[src/design/cbts_pkg.sv]
// Shared types and constants of the CAN bit timing search.
// Used by the controller, the datapath, the divider, the top level and the checker.
package cbts_pkg;

    // Width of the shared divider operands.
    localparam int DIV_W = 30;
    localparam int CNT_W = 5;

    // Result status codes.
    localparam logic [1:0] ST_OK    = 2'd0;
    localparam logic [1:0] ST_RANGE = 2'd1;
    localparam logic [1:0] ST_PARAM = 2'd2;
    localparam logic [1:0] ST_NONE  = 2'd3;

    // Configuration register indexes.
    localparam logic [2:0] REG_CLOCK  = 3'd0;
    localparam logic [2:0] REG_PMIN   = 3'd1;
    localparam logic [2:0] REG_PMAX   = 3'd2;
    localparam logic [2:0] REG_PSTEP  = 3'd3;
    localparam logic [2:0] REG_S1MIN  = 3'd4;
    localparam logic [2:0] REG_S1MAX  = 3'd5;
    localparam logic [2:0] REG_S2MIN  = 3'd6;
    localparam logic [2:0] REG_S2MAX  = 3'd7;

    typedef enum logic [3:0] {
        S_IDLE, S_SPAN, S_SPAN_WAIT, S_CHECK, S_DIV_CLK, S_CLK_WAIT, S_RATE_WAIT,
        S_TQ, S_EVAL, S_SP_WAIT, S_SCORE, S_NEXT, S_FINAL, S_DONE
    } state_t;

    typedef enum logic [3:0] {
        OP_NONE, OP_LOAD, OP_DIV_SPAN, OP_CHECK, OP_DIV_CLK, OP_DIV_RATE, OP_MUL,
        OP_EVAL, OP_SCORE, OP_NEXT_P, OP_FINAL, OP_OUTPUT
    } op_t;

    typedef struct packed {
        op_t op;
    } cmd_t;

    typedef struct packed {
        logic div_busy;
        logic check_ok;
        logic stop;
        logic too_many;
        logic skip;
        logic better;
        logic exact;
        logic last_p;
    } stat_t;

endpackage

[src/design/cbts_divider.sv]
// Restoring divider, one quotient bit per cycle, shared by all divisions.
// Depends on cbts_pkg for the operand width.
module cbts_divider (
    input  logic                      clk,
    input  logic                      rst_n,
    input  logic                      start,
    input  logic [cbts_pkg::DIV_W-1:0] dividend,
    input  logic [cbts_pkg::DIV_W-1:0] divisor,
    output logic                      busy,
    output logic [cbts_pkg::DIV_W-1:0] quot,
    output logic [cbts_pkg::DIV_W-1:0] rem
);
    import cbts_pkg::*;

    logic             busy_reg;
    logic [CNT_W-1:0] cnt_reg;
    logic [DIV_W-1:0] quo_reg;
    logic [DIV_W-1:0] rem_reg;
    logic [DIV_W-1:0] dvs_reg;
    logic [DIV_W:0]   trial;
    logic [DIV_W:0]   diff;
    logic             ge;

    // One shift and trial subtraction per cycle.
    assign trial = {rem_reg, quo_reg[DIV_W-1]};
    assign diff  = trial - {1'b0, dvs_reg};
    assign ge    = (trial >= {1'b0, dvs_reg});

    // Control: busy flag and step counter.
    always_ff @(posedge clk or negedge rst_n)
    begin
        if (!rst_n)
        begin
            busy_reg <= 1'b0;
            cnt_reg  <= '0;
        end
        else if (start)
        begin
            busy_reg <= 1'b1;
            cnt_reg  <= CNT_W'(DIV_W - 1);
        end
        else if (busy_reg)
        begin
            cnt_reg <= cnt_reg - CNT_W'(1);
            if (cnt_reg == '0)
            begin
                busy_reg <= 1'b0;
            end
        end
    end

    // Datapath: partial remainder and quotient shift register.
    always_ff @(posedge clk)
    begin
        if (start)
        begin
            quo_reg <= dividend;
            rem_reg <= '0;
            dvs_reg <= divisor;
        end
        else if (busy_reg)
        begin
            quo_reg <= {quo_reg[DIV_W-2:0], ge};
            rem_reg <= ge ? diff[DIV_W-1:0] : trial[DIV_W-1:0];
        end
    end

    assign busy = busy_reg;
    assign quot = quo_reg;
    assign rem  = rem_reg;

endmodule

[src/design/cbts_datapath.sv]
// Datapath of the bit timing search: request and best-candidate registers,
// limit checks, segment arithmetic and the shared divider. Uses cbts_pkg.
module cbts_datapath #(
    parameter int JUMP_MAX = 128
) (
    input  logic                 clk,
    input  logic                 rst_n,
    input  cbts_pkg::cmd_t       cmd,
    output cbts_pkg::stat_t      stat,
    input  logic [29:0]          clk_freq,
    input  logic [10:0]          prescaler_min,
    input  logic [10:0]          prescaler_max,
    input  logic [10:0]          prescaler_step,
    input  logic [8:0]           seg1_min,
    input  logic [8:0]           seg1_max,
    input  logic [7:0]           seg2_min,
    input  logic [7:0]           seg2_max,
    input  logic [23:0]          bit_rate,
    input  logic [10:0]          target_point,
    input  logic                 jump_from_seg2,
    input  logic [7:0]           jump_width,
    input  logic [8:0]           min_quanta,
    output logic [1:0]           status,
    output logic [10:0]          best_prescaler,
    output logic [8:0]           best_seg1,
    output logic [7:0]           best_seg2,
    output logic [7:0]           best_jump
);
    import cbts_pkg::*;

    localparam logic [7:0] JUMP_CAP = 8'(JUMP_MAX);
    localparam logic       JUMP_BAD = (JUMP_MAX < 1);

    // Request registers.
    logic [23:0] rate_reg;
    logic [10:0] point_reg;
    logic        from2_reg;
    logic [7:0]  jw_reg;
    logic [8:0]  minq_reg;

    // Search registers.
    logic [10:0] p_reg;
    logic [9:0]  tq_reg;
    logic [19:0] prod_reg;
    logic [8:0]  s1_reg;
    logic [7:0]  s2_reg;
    logic        found_reg;
    logic [10:0] best_score_reg;
    logic [10:0] bp_reg;
    logic [8:0]  b1_reg;
    logic [7:0]  b2_reg;
    logic [7:0]  bj_reg;
    logic [1:0]  res_reg;

    // Output registers.
    logic [1:0]  status_reg;
    logic [10:0] out_p_reg;
    logic [8:0]  out_s1_reg;
    logic [7:0]  out_s2_reg;
    logic [7:0]  out_j_reg;

    logic             div_start;
    logic [DIV_W-1:0] div_a;
    logic [DIV_W-1:0] div_b;
    logic             div_busy;
    logic [DIV_W-1:0] quot;
    logic [DIV_W-1:0] rem;

    logic [1:0]  check_code;
    logic [9:0]  lim_lo;
    logic [9:0]  lim_hi;
    logic [20:0] s2_round;
    logic [10:0] s2_raw;
    logic [7:0]  s2_c;
    logic        skip_top;
    logic        skip_one;
    logic [9:0]  s1_c;
    logic        skip_s1;
    logic [10:0] sp;
    logic [10:0] score;
    logic [7:0]  jump_c;

    cbts_divider u_div (
        .clk      (clk),
        .rst_n    (rst_n),
        .start    (div_start),
        .dividend (div_a),
        .divisor  (div_b),
        .busy     (div_busy),
        .quot     (quot),
        .rem      (rem)
    );

    // Divider operand selection.
    always_comb
    begin
        div_start = 1'b1;
        div_a     = '0;
        div_b     = '0;
        unique case (cmd.op)
            OP_DIV_SPAN:
            begin
                div_a = DIV_W'(prescaler_max - prescaler_min);
                div_b = DIV_W'(prescaler_step);
            end
            OP_DIV_CLK:
            begin
                div_a = clk_freq;
                div_b = DIV_W'(p_reg);
            end
            OP_DIV_RATE:
            begin
                div_a = quot;
                div_b = DIV_W'(rate_reg);
            end
            OP_EVAL:
            begin
                div_a = DIV_W'({s1_c + 10'd1, 10'd0});
                div_b = DIV_W'(tq_reg);
            end
            default:
            begin
                div_start = 1'b0;
            end
        endcase
    end

    // Limit and request checks, first failure wins.
    always_comb
    begin
        priority if (prescaler_max < prescaler_min)                 check_code = ST_RANGE;
        else if (prescaler_step == '0)                              check_code = ST_PARAM;
        else if (prescaler_min == '0)                               check_code = ST_PARAM;
        else if (rem != '0)                                         check_code = ST_PARAM;
        else if (seg1_max < seg1_min)                               check_code = ST_RANGE;
        else if (seg2_max < seg2_min)                               check_code = ST_RANGE;
        else if (JUMP_BAD)                                          check_code = ST_RANGE;
        else if (clk_freq == '0)                                    check_code = ST_RANGE;
        else if (point_reg == '0 || point_reg >= 11'd1024)          check_code = ST_RANGE;
        else if (!from2_reg && jw_reg == '0)                        check_code = ST_PARAM;
        else if (!from2_reg && 32'(jw_reg) > 32'(JUMP_MAX))         check_code = ST_RANGE;
        else if (rate_reg == '0)                                    check_code = ST_RANGE;
        else                                                        check_code = ST_OK;
    end

    // Quanta bounds from the segment limits.
    assign lim_lo = 10'd1 + 10'(seg1_min) + 10'(seg2_min);
    assign lim_hi = 10'd1 + 10'(seg1_max) + 10'(seg2_max);

    // Phase segment two rounding and clamping, then segment one.
    assign s2_round = 21'(prod_reg) + 21'd512;
    assign s2_raw   = s2_round[20:10];
    always_comb
    begin
        skip_top = 1'b0;
        priority if (s2_raw < 11'(seg2_min))
        begin
            s2_c = seg2_min;
        end
        else if (s2_raw > 11'(seg2_max))
        begin
            s2_c     = seg2_max;
            skip_top = (10'(seg2_max) + 10'd3) > tq_reg;
        end
        else
        begin
            s2_c = s2_raw[7:0];
        end
    end
    assign skip_one = (10'(s2_c) + 10'd1) > tq_reg;
    assign s1_c     = tq_reg - 10'd1 - 10'(s2_c);
    assign skip_s1  = (s1_c < 10'(seg1_min)) || (s1_c > 10'(seg1_max));

    // Sample point distance from the target.
    assign sp     = quot[10:0];
    assign score  = (sp <= point_reg) ? (point_reg - sp) : (sp - point_reg);
    assign jump_c = from2_reg ? ((s2_reg > JUMP_CAP) ? JUMP_CAP : s2_reg) : jw_reg;

    // Status toward the controller.
    always_comb
    begin
        stat.div_busy = div_busy;
        stat.check_ok = (check_code == ST_OK);
        stat.stop     = ((minq_reg != '0) && (quot < DIV_W'(minq_reg))) ||
                        (quot < DIV_W'(lim_lo));
        stat.too_many = quot > DIV_W'(lim_hi);
        stat.skip     = skip_top || skip_one || skip_s1;
        stat.better   = !found_reg || (score < best_score_reg);
        stat.exact    = (score == '0);
        stat.last_p   = (p_reg == prescaler_max);
    end

    // Register updates by command.
    always_ff @(posedge clk)
    begin
        unique case (cmd.op)
            OP_LOAD:
            begin
                rate_reg  <= bit_rate;
                point_reg <= target_point;
                from2_reg <= jump_from_seg2;
                jw_reg    <= jump_width;
                minq_reg  <= min_quanta;
                p_reg     <= prescaler_min;
                found_reg <= 1'b0;
            end
            OP_CHECK:
            begin
                res_reg <= check_code;
            end
            OP_MUL:
            begin
                tq_reg   <= quot[9:0];
                prod_reg <= 20'(10'd1023 - point_reg[9:0] + 10'd1) * 20'(quot[9:0]);
            end
            OP_EVAL:
            begin
                s1_reg <= s1_c[8:0];
                s2_reg <= s2_c;
            end
            OP_SCORE:
            begin
                if (!found_reg || (score < best_score_reg))
                begin
                    found_reg      <= 1'b1;
                    best_score_reg <= score;
                    bp_reg         <= p_reg;
                    b1_reg         <= s1_reg;
                    b2_reg         <= s2_reg;
                    bj_reg         <= jump_c;
                end
            end
            OP_NEXT_P:
            begin
                p_reg <= p_reg + prescaler_step;
            end
            OP_FINAL:
            begin
                if (!found_reg)
                begin
                    res_reg <= ST_NONE;
                end
            end
            OP_OUTPUT:
            begin
                status_reg <= res_reg;
                out_p_reg  <= (res_reg == ST_OK) ? bp_reg : '0;
                out_s1_reg <= (res_reg == ST_OK) ? b1_reg : '0;
                out_s2_reg <= (res_reg == ST_OK) ? b2_reg : '0;
                out_j_reg  <= (res_reg == ST_OK) ? bj_reg : '0;
            end
            default:
            begin
            end
        endcase
    end

    assign status         = status_reg;
    assign best_prescaler = out_p_reg;
    assign best_seg1      = out_s1_reg;
    assign best_seg2      = out_s2_reg;
    assign best_jump      = out_j_reg;

endmodule

[src/design/cbts_ctrl.sv]
// Controller of the bit timing search: sequences checks, divisions and the
// prescaler loop, and owns both handshakes. Uses cbts_pkg.
module cbts_ctrl (
    input  logic            clk,
    input  logic            rst_n,
    input  logic            in_valid,
    output logic            in_stall,
    output logic            out_valid,
    input  logic            out_stall,
    output cbts_pkg::cmd_t  cmd,
    input  cbts_pkg::stat_t stat
);
    import cbts_pkg::*;

    state_t state_reg;
    state_t state_next;
    logic   out_valid_reg;
    logic   out_valid_next;
    logic   out_free;

    assign out_free = !out_valid_reg || !out_stall;

    // Next state.
    always_comb
    begin
        state_next = state_reg;
        unique case (state_reg)
            S_IDLE:      if (in_valid) state_next = S_SPAN;
            S_SPAN:      state_next = S_SPAN_WAIT;
            S_SPAN_WAIT: if (!stat.div_busy) state_next = S_CHECK;
            S_CHECK:     state_next = stat.check_ok ? S_DIV_CLK : S_DONE;
            S_DIV_CLK:   state_next = S_CLK_WAIT;
            S_CLK_WAIT:  if (!stat.div_busy) state_next = S_RATE_WAIT;
            S_RATE_WAIT: if (!stat.div_busy) state_next = S_TQ;
            S_TQ:
            begin
                priority if (stat.stop)  state_next = S_FINAL;
                else if (stat.too_many)  state_next = S_NEXT;
                else                     state_next = S_EVAL;
            end
            S_EVAL:      state_next = stat.skip ? S_NEXT : S_SP_WAIT;
            S_SP_WAIT:   if (!stat.div_busy) state_next = S_SCORE;
            S_SCORE:     state_next = (stat.better && stat.exact) ? S_FINAL : S_NEXT;
            S_NEXT:      state_next = stat.last_p ? S_FINAL : S_DIV_CLK;
            S_FINAL:     state_next = S_DONE;
            S_DONE:      if (out_free) state_next = S_IDLE;
            default:     state_next = S_IDLE;
        endcase
    end

    // Commands toward the datapath.
    always_comb
    begin
        cmd.op = OP_NONE;
        unique case (state_reg)
            S_IDLE:      if (in_valid) cmd.op = OP_LOAD;
            S_SPAN:      cmd.op = OP_DIV_SPAN;
            S_CHECK:     cmd.op = OP_CHECK;
            S_DIV_CLK:   cmd.op = OP_DIV_CLK;
            S_CLK_WAIT:  if (!stat.div_busy) cmd.op = OP_DIV_RATE;
            S_TQ:        if (!stat.stop && !stat.too_many) cmd.op = OP_MUL;
            S_EVAL:      if (!stat.skip) cmd.op = OP_EVAL;
            S_SCORE:     cmd.op = OP_SCORE;
            S_NEXT:      if (!stat.last_p) cmd.op = OP_NEXT_P;
            S_FINAL:     cmd.op = OP_FINAL;
            S_DONE:      if (out_free) cmd.op = OP_OUTPUT;
            default:     cmd.op = OP_NONE;
        endcase
    end

    // Output valid: set when a result is loaded, cleared when taken.
    always_comb
    begin
        out_valid_next = out_valid_reg && out_stall;
        if (state_reg == S_DONE && out_free)
        begin
            out_valid_next = 1'b1;
        end
    end

    always_ff @(posedge clk or negedge rst_n)
    begin
        if (!rst_n)
        begin
            state_reg     <= S_IDLE;
            out_valid_reg <= 1'b0;
        end
        else
        begin
            state_reg     <= state_next;
            out_valid_reg <= out_valid_next;
        end
    end

    assign in_stall  = (state_reg != S_IDLE);
    assign out_valid = out_valid_reg;

endmodule

[src/design/can_bit_timing_search.sv]
// Top level of the CAN bit timing search: configuration registers on an APB
// port, controller and datapath. Uses cbts_pkg, cbts_ctrl and cbts_datapath.
//
//   channel  direction  handshake            payload
//   in       into       in_valid/in_stall    bit_rate target_point jump_from_seg2
//                                            jump_width min_quanta
//   out      out of     out_valid/out_stall  status best_prescaler best_seg1
//                                            best_seg2 best_jump
//   config   into       psel/penable/pready  paddr pwdata prdata
//
// A transaction runs one division of the shared divider for its checks and
// handover, then up to three divisions per prescaler tried.
// Reset loads the documented register defaults; no clearing pass is needed.
// A new transaction is taken while the previous result waits in its output
// register; a stalled result blocks only the handover of the next one.
module can_bit_timing_search #(
    parameter int JUMP_MAX = 128
) (
    input  logic        clk,
    input  logic        rst_n,
    input  logic        psel,
    input  logic        penable,
    input  logic        pwrite,
    input  logic [4:0]  paddr,
    input  logic [31:0] pwdata,
    output logic [31:0] prdata,
    output logic        pready,
    input  logic        in_valid,
    output logic        in_stall,
    input  logic [23:0] bit_rate,
    input  logic [10:0] target_point,
    input  logic        jump_from_seg2,
    input  logic [7:0]  jump_width,
    input  logic [8:0]  min_quanta,
    output logic        out_valid,
    input  logic        out_stall,
    output logic [1:0]  status,
    output logic [10:0] best_prescaler,
    output logic [8:0]  best_seg1,
    output logic [7:0]  best_seg2,
    output logic [7:0]  best_jump
);
    import cbts_pkg::*;

    logic [29:0] clk_freq_reg;
    logic [10:0] pmin_reg;
    logic [10:0] pmax_reg;
    logic [10:0] pstep_reg;
    logic [8:0]  s1min_reg;
    logic [8:0]  s1max_reg;
    logic [7:0]  s2min_reg;
    logic [7:0]  s2max_reg;
    logic        wr_en;
    logic [2:0]  reg_idx;
    cmd_t        cmd;
    stat_t       stat;

    assign pready  = 1'b1;
    assign wr_en   = psel && penable && pwrite;
    assign reg_idx = paddr[4:2];

    // Configuration register writes.
    always_ff @(posedge clk or negedge rst_n)
    begin
        if (!rst_n)
        begin
            clk_freq_reg <= 30'd80000000;
            pmin_reg     <= 11'd1;
            pmax_reg     <= 11'd1024;
            pstep_reg    <= 11'd1;
            s1min_reg    <= 9'd2;
            s1max_reg    <= 9'd256;
            s2min_reg    <= 8'd2;
            s2max_reg    <= 8'd128;
        end
        else if (wr_en)
        begin
            unique case (reg_idx)
                REG_CLOCK: clk_freq_reg <= pwdata[29:0];
                REG_PMIN:  pmin_reg     <= pwdata[10:0];
                REG_PMAX:  pmax_reg     <= pwdata[10:0];
                REG_PSTEP: pstep_reg    <= pwdata[10:0];
                REG_S1MIN: s1min_reg    <= pwdata[8:0];
                REG_S1MAX: s1max_reg    <= pwdata[8:0];
                REG_S2MIN: s2min_reg    <= pwdata[7:0];
                REG_S2MAX: s2max_reg    <= pwdata[7:0];
                default:   clk_freq_reg <= clk_freq_reg;
            endcase
        end
    end

    // Configuration register reads.
    always_comb
    begin
        unique case (reg_idx)
            REG_CLOCK: prdata = 32'(clk_freq_reg);
            REG_PMIN:  prdata = 32'(pmin_reg);
            REG_PMAX:  prdata = 32'(pmax_reg);
            REG_PSTEP: prdata = 32'(pstep_reg);
            REG_S1MIN: prdata = 32'(s1min_reg);
            REG_S1MAX: prdata = 32'(s1max_reg);
            REG_S2MIN: prdata = 32'(s2min_reg);
            REG_S2MAX: prdata = 32'(s2max_reg);
            default:   prdata = '0;
        endcase
    end

    cbts_ctrl u_ctrl (
        .clk       (clk),
        .rst_n     (rst_n),
        .in_valid  (in_valid),
        .in_stall  (in_stall),
        .out_valid (out_valid),
        .out_stall (out_stall),
        .cmd       (cmd),
        .stat      (stat)
    );

    cbts_datapath #(
        .JUMP_MAX (JUMP_MAX)
    ) u_dp (
        .clk            (clk),
        .rst_n          (rst_n),
        .cmd            (cmd),
        .stat           (stat),
        .clk_freq       (clk_freq_reg),
        .prescaler_min  (pmin_reg),
        .prescaler_max  (pmax_reg),
        .prescaler_step (pstep_reg),
        .seg1_min       (s1min_reg),
        .seg1_max       (s1max_reg),
        .seg2_min       (s2min_reg),
        .seg2_max       (s2max_reg),
        .bit_rate       (bit_rate),
        .target_point   (target_point),
        .jump_from_seg2 (jump_from_seg2),
        .jump_width     (jump_width),
        .min_quanta     (min_quanta),
        .status         (status),
        .best_prescaler (best_prescaler),
        .best_seg1      (best_seg1),
        .best_seg2      (best_seg2),
        .best_jump      (best_jump)
    );

endmodule

[config.mk]
export PLATFORM = sky130hd
export DESIGN_NAME = can_bit_timing_search
export DESIGN_NICKNAME = d
export VERILOG_FILES = /design/src/design/cbts_pkg.sv /design/src/design/cbts_divider.sv /design/src/design/cbts_datapath.sv /design/src/design/cbts_ctrl.sv /design/src/design/can_bit_timing_search.sv
export SDC_FILE = /design/constraint.sdc
export NUM_CORES = 1
export LEC_CHECK = 0
export CORE_ASPECT_RATIO = 1.2
export CORE_MARGIN = 1.5
export CORE_UTILIZATION = 59
export CTS_CLUSTER_DIAMETER = 80
export DETAILED_ROUTE_END_ITERATION = 10
export DONT_BUFFER_PORTS = 1
export GPL_TIMING_DRIVEN = 0
export PLACE_DENSITY_LB_ADDON = 0.12
export SYNTH_ARGS = -nofsm -noshare
export SYNTH_HDL_FRONTEND = slang
export SYNTH_HIERARCHICAL = 1
export SYNTH_SLANG_ARGS = --single-unit
export TNS_END_PERCENT = 30
[constraint.sdc]
create_clock -name clk -period 11.5 [get_ports clk]
set_clock_uncertainty 0.1 [all_clocks]
set_input_delay 0.575 -clock clk [delete_from_list [all_inputs] [get_ports clk]]
set_output_delay 0.575 -clock clk [all_outputs]
set_load 0.01 [all_outputs]
==> run summary <==
critical path's most frequent cell - ha_1
Pwr Density - 254.1 nW/um^2
most frequent cells in the layout - inv_1 (302), ha_1 (262), edfxtp_1 (250), nand2_1 (194), and2_1 (129)
initial antenna violation count - 5
vias in the first global route - 21620
largest net degree at the start of global routing - 109
CP bufs+invs - 6
Net count, final - 3249
synth warn - 6
Die X - 201.7 um
cell row count - 87
minimum clock period - 10.73 ns
Clock Pin Slew Worst Setup and Hold Paths - 0.06 ns
htree depth - 2
share of layout cells above drive strength 1 - 0.1135
wire per inst - 23.83 um
FMAX - 0.09318 GHz
sequential-to-total area share from yosys stat - 0.3875
Fin. Hold Viols - 0
crit path kind - flop to flop
final setup vio count - 0
Num CTS Buffers - 41
hpwl dp - 64080 um
CTS max path bufs - 3
Synth cell types - 109
flops & latches, synth - 388
Max VDD drop - 0.0001602 V
most common cell after layout, fill and taps aside - inv_1
I/O pin total - 170
Die H - 241.4 um
final wirelength - 82760 um
# Max-Cap Violations - 0
CTS sink cnt - 388
grt total ovfl - 0
crit start category - flop
CP Capture Type - flop
fin crit share - 0.9333
Detail Route Antenna Nets - 0
initial DRC count - 1602
Worst Path Arrival - 10.84 ns
LEAKAGE - 13.52 nW
synthesized area per cell - 10.36 um^2
first-pass GRT wire length - 125900 um
RSZ-0062 raised after global routing - false
fillcell total - 3752
die footprint - 48690 um^2
post-layout util - 0.6598
CP Data Required Time - 11.61 ns
CTS tree - yes
Setup TNS - 0 ns
post-synthesis cell area - 27950 um^2
Area growth syn-to-layout - 10.78%
All-Layer GR Usage - 0.3396
CP max-delay cell - or4_1
Crit Path Max Fanout - 30
ys flop type - edfxtp_1
fin. max-slew vios - 0
number of synthesized flops with an enable pin - 250
Initial Utilization - 0.5956
CP peak stage delay - 0.71 ns
Clk Latency, worst-skew pair - 0.59 ns
Worst slew margin - 0.1799
Gate Count Post-Synth - 2698
slew of the pin with the lowest slew margin - 1.219 ns
Avg Vias per Cell - 6.227
HP Class - input port to flop
ys async rst share - 0.2784
PortBufs - 0
CP top delay family - compound AO/OA/AOI/OAI gates
TritonRoute pass-1 iters - 6
DRC viols - 0
vias - 21630
run status - finished clean
clk root buf - clkbuf_16
RD Place Congestion - 0.9508
CORE AREA - 46920 um^2
[metrics by stage]
step | hold WS, ns | instance area, um^2 | std cells | setup WS [ns] | power (W)
floorplan | 0.1794 | 27970 | 2704 | 0.6554 | 0.005098
global placement | 0.1843 | 28750 | 3327 | -4.268 | 0.006210
detailed placement | 0.1847 | 28900 | 3335 | -0.8178 | 0.006350
CTS | 0.009875 | 30910 | 3467 | 0.03033 | 0.007819
global route | 0.009790 | 30950 | 3469 | 0.1437 | 0.008378
finish | 0.03128 | 30960 | 3473 | 0.7676 | 0.007867
[power by group]
group / leakage [nW] / internal, W / switching [W] / total, W
combinational: 8.87 / 0.00157 / 0.00246 / 0.00403
clock: 0.694 / 0.000812 / 0.000589 / 0.00140
sequential: 3.96 / 0.00202 / 0.000418 / 0.00244
total: 13.5 / 0.00440 / 0.00347 / 0.00787
[Yosys cell counts (all sizes together), types with 25 or more instances]
library cell    n  share of area
inv           303          0.041
ha            262           0.12
edfxtp        250           0.27
nand2         196          0.026
and2          132          0.030
mux2          130          0.057
a21oi         115          0.021
nor2          109          0.015
o21ai          99          0.018
xnor2          94          0.029
dfrtp          93          0.083
fa             77          0.055
a21o           58          0.016
clkbuf         58         0.0078
nand3          50         0.0093
nor4           49          0.011
buf            44          0.010
nor3           43         0.0086
a22oi          38          0.011
nand2b         35         0.0078
nand4          32         0.0074
dfxtp          30          0.021
mux2i          30          0.011
xor2           29         0.0091
nor2b          25         0.0056
[worst reg2reg max path: cells and delay by family (launching register included)]
family,cells,cell delay (ns)
XOR/XNOR,3,1.21
AO/OA/AOI/OAI,13,2.92
buffers and inverters,6,1.57
AND/OR/NAND/NOR,11,2.82
flip-flops,1,0.39
adder cells (fa/ha/maj),5,1.35
[logic make-up after synthesis]
family / synth area share
multiplexers: 0.06891
flip-flops: 0.3875
AO/OA/AOI/OAI: 0.1326
other: 0.0004029
adder cells (fa/ha/maj): 0.1728
XOR/XNOR: 0.03855
buffers and inverters: 0.05915
AND/OR/NAND/NOR: 0.1401
[final timing paths]
kind,startpoint,to,slack (ns),cells after the start
min in group asynchronous,rst_n,pmin_reg[3],0.50,2
hold / removal,pwdata[9],clk_freq_reg[9],0.03,1
setup / recovery,u_dp/prod_reg[9],u_dp/u_div/quot[7],0.77,38
hold reg to reg,u_dp/s1_reg[4],u_dp/b1_reg[4],0.32,0
setup reg to reg,u_dp/prod_reg[9],u_dp/u_div/quot[7],0.77,38
max in group asynchronous,rst_n,clk_freq_reg[21],10.30,2
[timing repair]
action,in CTS,in global routing
buffers inserted,0,2
cloned,1,0
hold endpoints to repair,161,0
endpoints found under the setup margin,81,121
pin swaps,1,1
hold buffers,55,0
resized for setup,3,9
[routing by layer]
| metal | track usage | share of wire | vias up |
|---|---|---|---|
| li1 | - | - | 9904 |
| met1 | 0.4123 | 0.40 | 10710 |
| met2 | 0.5806 | 0.48 | 797 |
| met3 | 0.05690 | 0.064 | 210 |
| met4 | 0.1839 | 0.056 | 6 |
| met5 | 0 | 0.00050 | - |
[cell type report]
class	count	area [um^2]	share of cell area
Buffer	102	514.2	0.01661
Sequential cell	388	10830	0.3498
Multi-Input combinational cell	1911	15550	0.5023
Inverter	304	1141	0.03686
Clock inverter	25	316.6	0.01023
Antenna cell	4	10.01	0.0003233
Tap cell	623	779.5	0.02518
Timing Repair Buffer	65	701.9	0.02267
Clock buffer	51	1114	0.03597
Power figures use the tool's default switching activity.
